`src/hw/rtl/sdspi_pkg.sv`:
```
// ----------------------------------------------------------------------------
// sdspi_pkg: shared types, codes and the CRC7 step
// Item and result records, status and register codes, and the byte-wide
// CRC7 update (x^7 + x^3 + 1, MSB first) used by the command engine.
// ----------------------------------------------------------------------------
package sdspi_pkg;

  // item kinds
  localparam logic KindStart = 1'b0;
  localparam logic KindRx    = 1'b1;

  // completion status codes
  localparam logic [1:0] StatOk       = 2'd0;
  localparam logic [1:0] StatTimeout  = 2'd1;
  localparam logic [1:0] StatModeErr  = 2'd2;
  localparam logic [1:0] StatCrcFail  = 2'd3;

  // configuration register indexes
  localparam logic CfgPollLimit = 1'b0;
  localparam logic CfgCheckCrc  = 1'b1;

  // register read framing
  localparam logic [4:0] RegisterBytes = 5'd15;
  localparam logic [7:0] StartToken    = 8'hFE;

  // frame constants
  localparam logic [7:0] CmdStartBits = 8'h40;
  localparam logic [7:0] IdleByte     = 8'hFF;
  localparam logic [6:0] CrcPoly      = 7'h09;

  typedef struct packed {
    logic        kind;
    logic [5:0]  cmd_index;
    logic [31:0] argument;
    logic [3:0]  response_length;
    logic        register_read;
    logic [7:0]  rx_byte;
  } item_t;

  typedef struct packed {
    logic       tx_valid;
    logic [7:0] tx_byte;
    logic       chip_select;
    logic       data_valid;
    logic [7:0] data_byte;
    logic       done_res;
    logic [1:0] status;
  } result_t;

  typedef struct packed {
    logic [7:0] poll_limit;  // already forced to at least one
    logic       check_crc;
  } cfg_t;

  function automatic logic [6:0] crc7_byte(input logic [6:0] crc, input logic [7:0] b);
    logic [6:0] c;
    logic       fb;
    c = crc;
    for (int k = 7; k >= 0; k--) begin
      fb = c[6] ^ b[k];
      c  = {c[5:0], 1'b0};
      if (fb) begin
        c = c ^ CrcPoly;
      end
    end
    return c;
  endfunction

endpackage

```
`src/hw/rtl/sdspi_cfg.sv`:
```
// ----------------------------------------------------------------------------
// sdspi_cfg: configuration registers
// Holds poll limit and CRC check enable; presents a zero poll limit as one.
// ----------------------------------------------------------------------------
module sdspi_cfg (
  input  logic                clk_i,
  input  logic                rst_ni,
  input  logic                cfg_we_i,
  input  logic                cfg_idx_i,
  input  logic [7:0]          cfg_data_i,
  output sdspi_pkg::cfg_t     cfg_o
);

  logic [7:0] poll_limit_q;
  logic       check_crc_q;

  always_ff @(posedge clk_i or negedge rst_ni) begin
    if (!rst_ni) begin
      poll_limit_q <= 8'd8;
      check_crc_q  <= 1'b1;
    end else if (cfg_we_i) begin
      unique case (cfg_idx_i)
        sdspi_pkg::CfgPollLimit: poll_limit_q <= cfg_data_i;
        sdspi_pkg::CfgCheckCrc:  check_crc_q  <= cfg_data_i[0];
        default: ;
      endcase
    end
  end

  assign cfg_o.poll_limit = (poll_limit_q == 8'd0) ? 8'd1 : poll_limit_q;
  assign cfg_o.check_crc  = check_crc_q;

endmodule

```
`src/hw/rtl/sdspi_engine.sv`:
```
// ----------------------------------------------------------------------------
// sdspi_engine: command sequencer
// Holds the command state and computes one result per item; the state
// advances when fire_i is high.
// ----------------------------------------------------------------------------
module sdspi_engine (
  input  logic                clk_i,
  input  logic                rst_ni,
  input  logic                fire_i,
  input  sdspi_pkg::item_t    item_i,
  input  sdspi_pkg::cfg_t     cfg_i,
  output sdspi_pkg::result_t  res_o
);

  localparam logic [2:0] PhIdle  = 3'd0;
  localparam logic [2:0] PhFrame = 3'd1;
  localparam logic [2:0] PhResp  = 3'd2;
  localparam logic [2:0] PhMore  = 3'd3;
  localparam logic [2:0] PhToken = 3'd4;
  localparam logic [2:0] PhData  = 3'd5;
  localparam logic [2:0] PhCrcb  = 3'd6;

  logic [2:0]  phase_q, phase_d;
  logic [7:0]  cmd_q, cmd_d;
  logic [31:0] arg_q, arg_d;
  logic [4:0]  bc_q, bc_d;
  logic [7:0]  poll_q, poll_d;
  logic [6:0]  crc_q, crc_d;
  logic [3:0]  exp_q, exp_d;
  logic        rdreg_q, rdreg_d;

  logic [7:0]  frame_byte;
  logic [7:0]  start_byte;
  logic [4:0]  bc_inc;
  logic        send, finish;
  logic        dv;
  logic [7:0]  db, tb;
  logic [1:0]  st;

  assign start_byte = sdspi_pkg::CmdStartBits | {2'b00, item_i.cmd_index};
  assign bc_inc     = bc_q + 5'd1;

  // argument byte for the current frame position, most significant first
  always_comb begin
    unique case (bc_q[2:0])
      3'd1:    frame_byte = arg_q[31:24];
      3'd2:    frame_byte = arg_q[23:16];
      3'd3:    frame_byte = arg_q[15:8];
      3'd4:    frame_byte = arg_q[7:0];
      default: frame_byte = cmd_q;
    endcase
  end

  always_comb begin
    phase_d = phase_q;
    cmd_d   = cmd_q;
    arg_d   = arg_q;
    bc_d    = bc_q;
    poll_d  = poll_q;
    crc_d   = crc_q;
    exp_d   = exp_q;
    rdreg_d = rdreg_q;
    send    = 1'b0;
    finish  = 1'b0;
    dv      = 1'b0;
    db      = 8'd0;
    tb      = sdspi_pkg::IdleByte;
    st      = sdspi_pkg::StatOk;

    if (item_i.kind == sdspi_pkg::KindStart) begin
      // restart: drop whatever runs and send the command byte
      cmd_d   = start_byte;
      arg_d   = item_i.argument;
      crc_d   = sdspi_pkg::crc7_byte(7'd0, start_byte);
      exp_d   = item_i.response_length;
      rdreg_d = item_i.register_read;
      poll_d  = 8'd0;
      bc_d    = 5'd1;
      phase_d = PhFrame;
      send    = 1'b1;
      tb      = start_byte;
    end else begin
      unique case (phase_q)
        PhFrame: begin
          send = 1'b1;
          if (bc_q < 5'd5) begin
            tb    = frame_byte;
            crc_d = sdspi_pkg::crc7_byte(crc_q, frame_byte);
            bc_d  = bc_inc;
          end else if (bc_q == 5'd5) begin
            tb   = {crc_q, 1'b1};
            bc_d = bc_inc;
          end else begin
            poll_d  = 8'd1;
            phase_d = PhResp;
          end
        end
        PhResp: begin
          if (item_i.rx_byte != sdspi_pkg::IdleByte) begin
            if (rdreg_q) begin
              if (item_i.rx_byte != 8'd0) begin
                finish = 1'b1;
                st     = sdspi_pkg::StatModeErr;
              end else begin
                poll_d  = 8'd1;
                phase_d = PhToken;
                send    = 1'b1;
              end
            end else begin
              dv   = 1'b1;
              db   = item_i.rx_byte;
              bc_d = 5'd1;
              if (exp_q <= 4'd1) begin
                finish = 1'b1;
              end else begin
                phase_d = PhMore;
                send    = 1'b1;
              end
            end
          end else if (poll_q < cfg_i.poll_limit) begin
            poll_d = poll_q + 8'd1;
            send   = 1'b1;
          end else begin
            finish = 1'b1;
            st     = sdspi_pkg::StatTimeout;
          end
        end
        PhMore: begin
          dv   = 1'b1;
          db   = item_i.rx_byte;
          bc_d = bc_inc;
          if (bc_inc >= {1'b0, exp_q}) begin
            finish = 1'b1;
          end else begin
            send = 1'b1;
          end
        end
        PhToken: begin
          if (item_i.rx_byte == sdspi_pkg::StartToken) begin
            bc_d    = 5'd0;
            crc_d   = 7'd0;
            phase_d = PhData;
            send    = 1'b1;
          end else if (poll_q < cfg_i.poll_limit) begin
            poll_d = poll_q + 8'd1;
            send   = 1'b1;
          end else begin
            finish = 1'b1;
            st     = sdspi_pkg::StatTimeout;
          end
        end
        PhData: begin
          dv    = 1'b1;
          db    = item_i.rx_byte;
          crc_d = sdspi_pkg::crc7_byte(crc_q, item_i.rx_byte);
          bc_d  = bc_inc;
          if (bc_inc >= sdspi_pkg::RegisterBytes) begin
            phase_d = PhCrcb;
          end
          send = 1'b1;
        end
        PhCrcb: begin
          finish = 1'b1;
          if (!item_i.rx_byte[0]) begin
            st = sdspi_pkg::StatCrcFail;
          end else if (cfg_i.check_crc && (item_i.rx_byte[7:1] != crc_q)) begin
            st = sdspi_pkg::StatCrcFail;
          end
        end
        default: ;  // idle: ignore received bytes
      endcase
    end

    if (finish) begin
      phase_d = PhIdle;
    end
  end

  assign res_o.tx_valid    = !finish && send;
  assign res_o.chip_select = !finish && send;
  assign res_o.tx_byte     = (!finish && send) ? tb : sdspi_pkg::IdleByte;
  assign res_o.data_valid  = dv;
  assign res_o.data_byte   = db;
  assign res_o.done_res    = finish;
  assign res_o.status      = st;

  always_ff @(posedge clk_i or negedge rst_ni) begin
    if (!rst_ni) begin
      phase_q <= PhIdle;
      cmd_q   <= 8'd0;
      arg_q   <= 32'd0;
      bc_q    <= 5'd0;
      poll_q  <= 8'd0;
      crc_q   <= 7'd0;
      exp_q   <= 4'd0;
      rdreg_q <= 1'b0;
    end else if (fire_i) begin
      phase_q <= phase_d;
      cmd_q   <= cmd_d;
      arg_q   <= arg_d;
      bc_q    <= bc_d;
      poll_q  <= poll_d;
      crc_q   <= crc_d;
      exp_q   <= exp_d;
      rdreg_q <= rdreg_d;
    end
  end

endmodule

```
`src/hw/rtl/sd_spi_command_engine.sv`:
```
// ----------------------------------------------------------------------------
// sd_spi_command_engine: SD card SPI-mode command engine
// Sends the six-byte command frame, polls for R1 and the start token, and
// delivers response or register bytes with a completion status.
// ----------------------------------------------------------------------------
//
//   channel   handshake                    payload
//   -------   --------------------------   -----------------------------------
//   in        in_valid_i / in_stall_o      kind, cmd_index, argument,
//                                          response_length, register_read,
//                                          rx_byte
//   out       out_valid_o / out_stall_i    tx_valid, tx_byte, chip_select,
//                                          data_valid, data_byte, done_res,
//                                          status
//   cfg       cfg_we_i, cfg_idx_i          cfg_data_i (poll_limit, check_crc)
//
// Each item passes through the input register and then the result register,
// one item per cycle sustained while out_stall_i is low. The engine's
// next-state logic (a byte-wide CRC7 step and the phase decode) sits
// between those two registers. Reset leaves the engine idle with poll limit
// eight and CRC checking on. A stalled result holds the result register; an
// empty input register still takes one more item, and in_stall_o rises while it holds one.
//
module sd_spi_command_engine (
  input  logic        clk_i,
  input  logic        rst_ni,

  input  logic        in_valid_i,
  output logic        in_stall_o,
  input  logic        kind_i,
  input  logic [5:0]  cmd_index_i,
  input  logic [31:0] argument_i,
  input  logic [3:0]  response_length_i,
  input  logic        register_read_i,
  input  logic [7:0]  rx_byte_i,

  output logic        out_valid_o,
  input  logic        out_stall_i,
  output logic        tx_valid_o,
  output logic [7:0]  tx_byte_o,
  output logic        chip_select_o,
  output logic        data_valid_o,
  output logic [7:0]  data_byte_o,
  output logic        done_res_o,
  output logic [1:0]  status_o,

  input  logic        cfg_we_i,
  input  logic        cfg_idx_i,
  input  logic [7:0]  cfg_data_i
);

  sdspi_pkg::cfg_t    cfg;
  sdspi_pkg::item_t   item_q;
  sdspi_pkg::result_t res;
  sdspi_pkg::result_t res_q;
  logic               in_valid_q;
  logic               out_valid_q;
  logic               out_ready;
  logic               in_accept;
  logic               fire;

  // result register frees up when empty or being taken this cycle
  assign out_ready  = !out_valid_q || !out_stall_i;
  assign in_stall_o = in_valid_q && !out_ready;
  assign in_accept  = in_valid_i && !in_stall_o;
  // advance the engine state exactly when an item moves into the result
  assign fire       = in_valid_q && out_ready;

  sdspi_cfg u_cfg (
    .clk_i      (clk_i),
    .rst_ni     (rst_ni),
    .cfg_we_i   (cfg_we_i),
    .cfg_idx_i  (cfg_idx_i),
    .cfg_data_i (cfg_data_i),
    .cfg_o      (cfg)
  );

  sdspi_engine u_engine (
    .clk_i  (clk_i),
    .rst_ni (rst_ni),
    .fire_i (fire),
    .item_i (item_q),
    .cfg_i  (cfg),
    .res_o  (res)
  );

  // input register: control
  always_ff @(posedge clk_i or negedge rst_ni) begin
    if (!rst_ni) begin
      in_valid_q <= 1'b0;
    end else if (!in_valid_q || out_ready) begin
      in_valid_q <= in_valid_i;
    end
  end

  // input register: payload
  always_ff @(posedge clk_i) begin
    if (in_accept) begin
      item_q.kind            <= kind_i;
      item_q.cmd_index       <= cmd_index_i;
      item_q.argument        <= argument_i;
      item_q.response_length <= response_length_i;
      item_q.register_read   <= register_read_i;
      item_q.rx_byte         <= rx_byte_i;
    end
  end

  // result register: control
  always_ff @(posedge clk_i or negedge rst_ni) begin
    if (!rst_ni) begin
      out_valid_q <= 1'b0;
    end else if (out_ready) begin
      out_valid_q <= in_valid_q;
    end
  end

  // result register: payload
  always_ff @(posedge clk_i) begin
    if (fire) begin
      res_q <= res;
    end
  end

  assign out_valid_o   = out_valid_q;
  assign tx_valid_o    = res_q.tx_valid;
  assign tx_byte_o     = res_q.tx_byte;
  assign chip_select_o = res_q.chip_select;
  assign data_valid_o  = res_q.data_valid;
  assign data_byte_o   = res_q.data_byte;
  assign done_res_o    = res_q.done_res;
  assign status_o      = res_q.status;

`ifndef SYNTHESIS
  // input side stalls only while both registers hold items
  a_stall_full: assert property (@(posedge clk_i) disable iff (!rst_ni)
    in_stall_o |-> (in_valid_q && out_valid_q))
    else $error("input stalled without a full pipeline");

  // a finished command never asks for another exchange
  a_done_no_tx: assert property (@(posedge clk_i) disable iff (!rst_ni)
    (out_valid_o && done_res_o) |-> (!tx_valid_o && !chip_select_o))
    else $error("command done but exchange requested");

  // no exchange means the idle byte
  a_idle_byte: assert property (@(posedge clk_i) disable iff (!rst_ni)
    (out_valid_o && !tx_valid_o) |-> (tx_byte_o == sdspi_pkg::IdleByte))
    else $error("tx byte not idle without exchange");

  // status is only reported with completion
  a_status_done: assert property (@(posedge clk_i) disable iff (!rst_ni)
    (out_valid_o && !done_res_o) |-> (status_o == sdspi_pkg::StatOk))
    else $error("status set before command done");
`endif

endmodule

```
`config.mk`:
```
export PLATFORM = sky130hd
export DESIGN_NAME = sd_spi_command_engine
export DESIGN_NICKNAME = d
export VERILOG_FILES = /design/src/hw/rtl/sdspi_pkg.sv /design/src/hw/rtl/sdspi_cfg.sv /design/src/hw/rtl/sdspi_engine.sv /design/src/hw/rtl/sd_spi_command_engine.sv
export SDC_FILE = /design/constraint.sdc
export NUM_CORES = 1
export LEC_CHECK = 0
export ABC_AREA = 1
export ABC_CLOCK_PERIOD_IN_PS = 3200
export BUFFER_PORTS_ARGS = -buffer_cell sky130_fd_sc_hd__buf_2
export CORE_ASPECT_RATIO = 0.6
export CORE_MARGIN = 2
export CORE_UTILIZATION = 40
export CTS_CLUSTER_SIZE = 20
export DETAILED_ROUTE_END_ITERATION = 10
export PLACE_DENSITY = 0.62
export SETUP_SLACK_MARGIN = 0.02
export SYNTH_ARGS = -nofsm -noshare
export SYNTH_HDL_FRONTEND = slang
export SYNTH_HIERARCHICAL = 1
export SYNTH_SLANG_ARGS = --single-unit
```
`constraint.sdc`:
```
create_clock -name clk_i -period 3.2 [get_ports clk_i]
set_input_delay 0.64 -clock clk_i [delete_from_list [all_inputs] [get_ports clk_i]]
set_output_delay 0.64 -clock clk_i [all_outputs]
set_load 0.03 [all_outputs]
```
==> results.ini <==
[outcome]
status=finished, final reports clean

[detailed_routing]
firstDrtPassIters=5
drt_wl_total_um=17900
route.detailed.drc=0
vias=5885
viasPerCell=4.92
drt_iter0_markers=484
routedWlPerCell_um=15.0
ant_nets=0

[yosys]
yosys-top-cells-area=edfxtp_1 28%, dfrtp_1 24%, nand2_1 10%
synth-seq-area-share_pct=53.4
synth.largest_area_cell=edfxtp_1
yosysMostFrequentCell=nand2_1
syn_area_per_cell_um2=9.44
synthTopCellsByCount=213 x nand2_1, 82 x inv_1, 76 x dfrtp_1
yosysTopAreaCellShare_pct=28.4
netlist-cell-type-count=45
synth-main-ff-cell=dfrtp_1
synth.net_count=912
ys_warn_count=6
synthCells=829
postSynth.asyncResetShare_pct=51.3
synth_edf_count=74
ys_seq_elements=152
syn_area_um2=7820

[placement]
port_buffers=89
dp.cells=1164
gp_congestion=0.884
dp_hpwl_um=13100

[finish]
fin_util_pct=47.8
diodes=0
final_cells=1196
fin_nets=1000
final_layout_size_suffix_gt1_share_pct=24.5
syn_to_final_growth_pct=16.5

[sta]
worst_slew_pin_slew_ps=706
drv_slew=0
fin_crit_ps=2730
fin_tns_setup_ps=0
fmax_mhz=366
hold_viol=0
max_slew_margin_pct=52.9
setup_viol=0
skew_ps=14.9
rsz0062_at_grt=no
finalCritPeriodShare_pct=85.4

[worst_setup_path]
crit_required_ps=3530
crit_top_cell=nand2_1
startpoint_type=register
path_delay_family=simple AND/OR/NAND/NOR gates
cp_cell_sequence=inv_4, ha_1, a21oi_4, nand2_2, or2_2, nand2_1, nand2_1, nand2_1, nand2_1, nand2_1, nand2_1, nand3_1, nand2_1, nand2_1, nand2_1
rr_worst_depth=15
path_buf_inv=1
max_stage_delay_ps=750
r2r_start=u_engine/bc_q[2]
r2r-end=u_engine/crc_q[3]
crit_type=register to register
critPathMaxFanout=16
crit_path_end_kind=register
regToRegSetupSlack_ps=470
arrival_ps=3060
slowest_stage=dfrtp_1

[die]
rows=39
die-height_um=112
die_x_um=185
dieArea_um2=20700
core_um2=19100
ios=90
start_util_pct=41.0

[cts]
cts.clk_slew.worst_paths_ps=70
cts_root_buffer=clkbuf_16
clkLatencyLatePin_ps=440
postCtsSetupBuffers=0
cts.sinks=152
clockBufferDepth=2
cts_resized=0
cts_max_level=4
cts_tree=built
cts_made_buffers=17
hold_buffers=0

[job]
drv_cap=0

[global_routing]
grt-ovfl-total=0
antenna_found_initial=1
grt_pass1_wl_um=29200
grt_pass1_vias=5602
track_usage_pct=18.5
grt_max_degree=55

[power_and_ir_drop]
ir_drop_mv=0.474
power_density_nw_per_um2=834
p_leak_nw=4.23

[worst_hold_path]
hold_class=input port to async pin

worst max-delay path by stage:
stage                                start                 to  cells after the start
after detailed placement  u_engine/bc_q[2]  u_engine/crc_q[3]                     15
after global routing      u_engine/bc_q[2]  u_engine/crc_q[3]                     16
final                     u_engine/bc_q[2]  u_engine/crc_q[3]                     15
after CTS                 u_engine/bc_q[2]  u_engine/crc_q[3]                     15
after floorplan                out_stall_i  u_engine/arg_q[0]                      4
after global placement    u_engine/bc_q[2]  u_engine/crc_q[3]                     15
worst register-to-register path, cell delays in order, from the launching register on:
cell and delay [ps]:
dfrtp_1 750, inv_4 110, ha_1 370, a21oi_4 200, nand2_2 170, or2_2 340, nand2_1 110, nand2_1 60
nand2_1 80, nand2_1 100, nand2_1 80, nand2_1 50, nand3_1 60, nand2_1 60, nand2_1 50, nand2_1 50
metal layers:
metal / wire length, um / up-vias / global-route usage, %
met5: 10 / - / 0
met3: 1040 / 17 / 4.70
met4: 219 / 2 / 5.55
met1: 9320 / 2770 / 28.2
li1: - / 2925 / -
met2: 7300 / 171 / 25.5
logic make-up after synthesis:
logic type	after synthesis	share of synthesized area (%)
buf+inv	122	6.78
flops	152	53.4
xor+xnor	23	2.57
simple gates	406	24.0
fa+ha+maj	17	2.72
compound gates	76	5.81
mux	33	4.75
registers in the layout (all words and copies together), names as in the netlist, 2 cells and up:
register            flops
data_byte_o             8
item_q                 52
status_o                2
tx_byte_o               8
u_cfg/poll_limit_q      8
u_engine/arg_q         32
u_engine/bc_q           5
u_engine/cmd_q          7
u_engine/crc_q          7
u_engine/exp_q          4
u_engine/phase_q        3
u_engine/poll_q         8
cell usage in the layout (no fill, tap or decap), types with 5 or more instances in the layout:
| cell | n |
|---|---|
| a21oi_1 | 26 |
| nand3_1 | 71 |
| buf_2 | 88 |
| inv_6 | 5 |
| nor3_1 | 6 |
| or2_2 | 5 |
| nor2_4 | 5 |
| o21ai_0 | 25 |
| clkbuf_16 | 17 |
| buf_4 | 10 |
| inv_1 | 81 |
| dfrtp_1 | 76 |
| nand2_2 | 11 |
| xor2_1 | 10 |
| inv_2 | 10 |
| mux2_2 | 33 |
| ha_1 | 17 |
| nor2_1 | 53 |
| edfxtp_1 | 74 |
| nor2_2 | 12 |
| xnor2_1 | 13 |
| inv_8 | 5 |
| nand4_1 | 13 |
| nand2_1 | 212 |
report_power, final:
group	internal, mW	switching [mW]	total (mW)
combinational	0.982	1.81	2.80
clock	1.19	0.920	2.11
sequential	2.40	0.297	2.70
per-stage QoR:
step	total power [mW]	setup WS, ps	cell area [um2]	hold slack [ps]
final	7.60	466	9110	190
after global routing	8.14	225	9110	226
after CTS	7.63	506	9110	197
after detailed placement	5.49	526	8510	443
after global placement	5.44	633	8510	435
after floorplan	4.88	48.0	7820	344
cell type report:
class | instances | area, um2
clock buffers | 18 | 429
repair buffers | 98 | 515
inverters | 93 | 353
fillers | 1821 | 9970
multi-input cells | 555 | 3130
well taps | 266 | 333
flip-flops and latches | 152 | 4180
clock inverters | 14 | 176
Note: power is estimated with default switching activity, not from simulation.
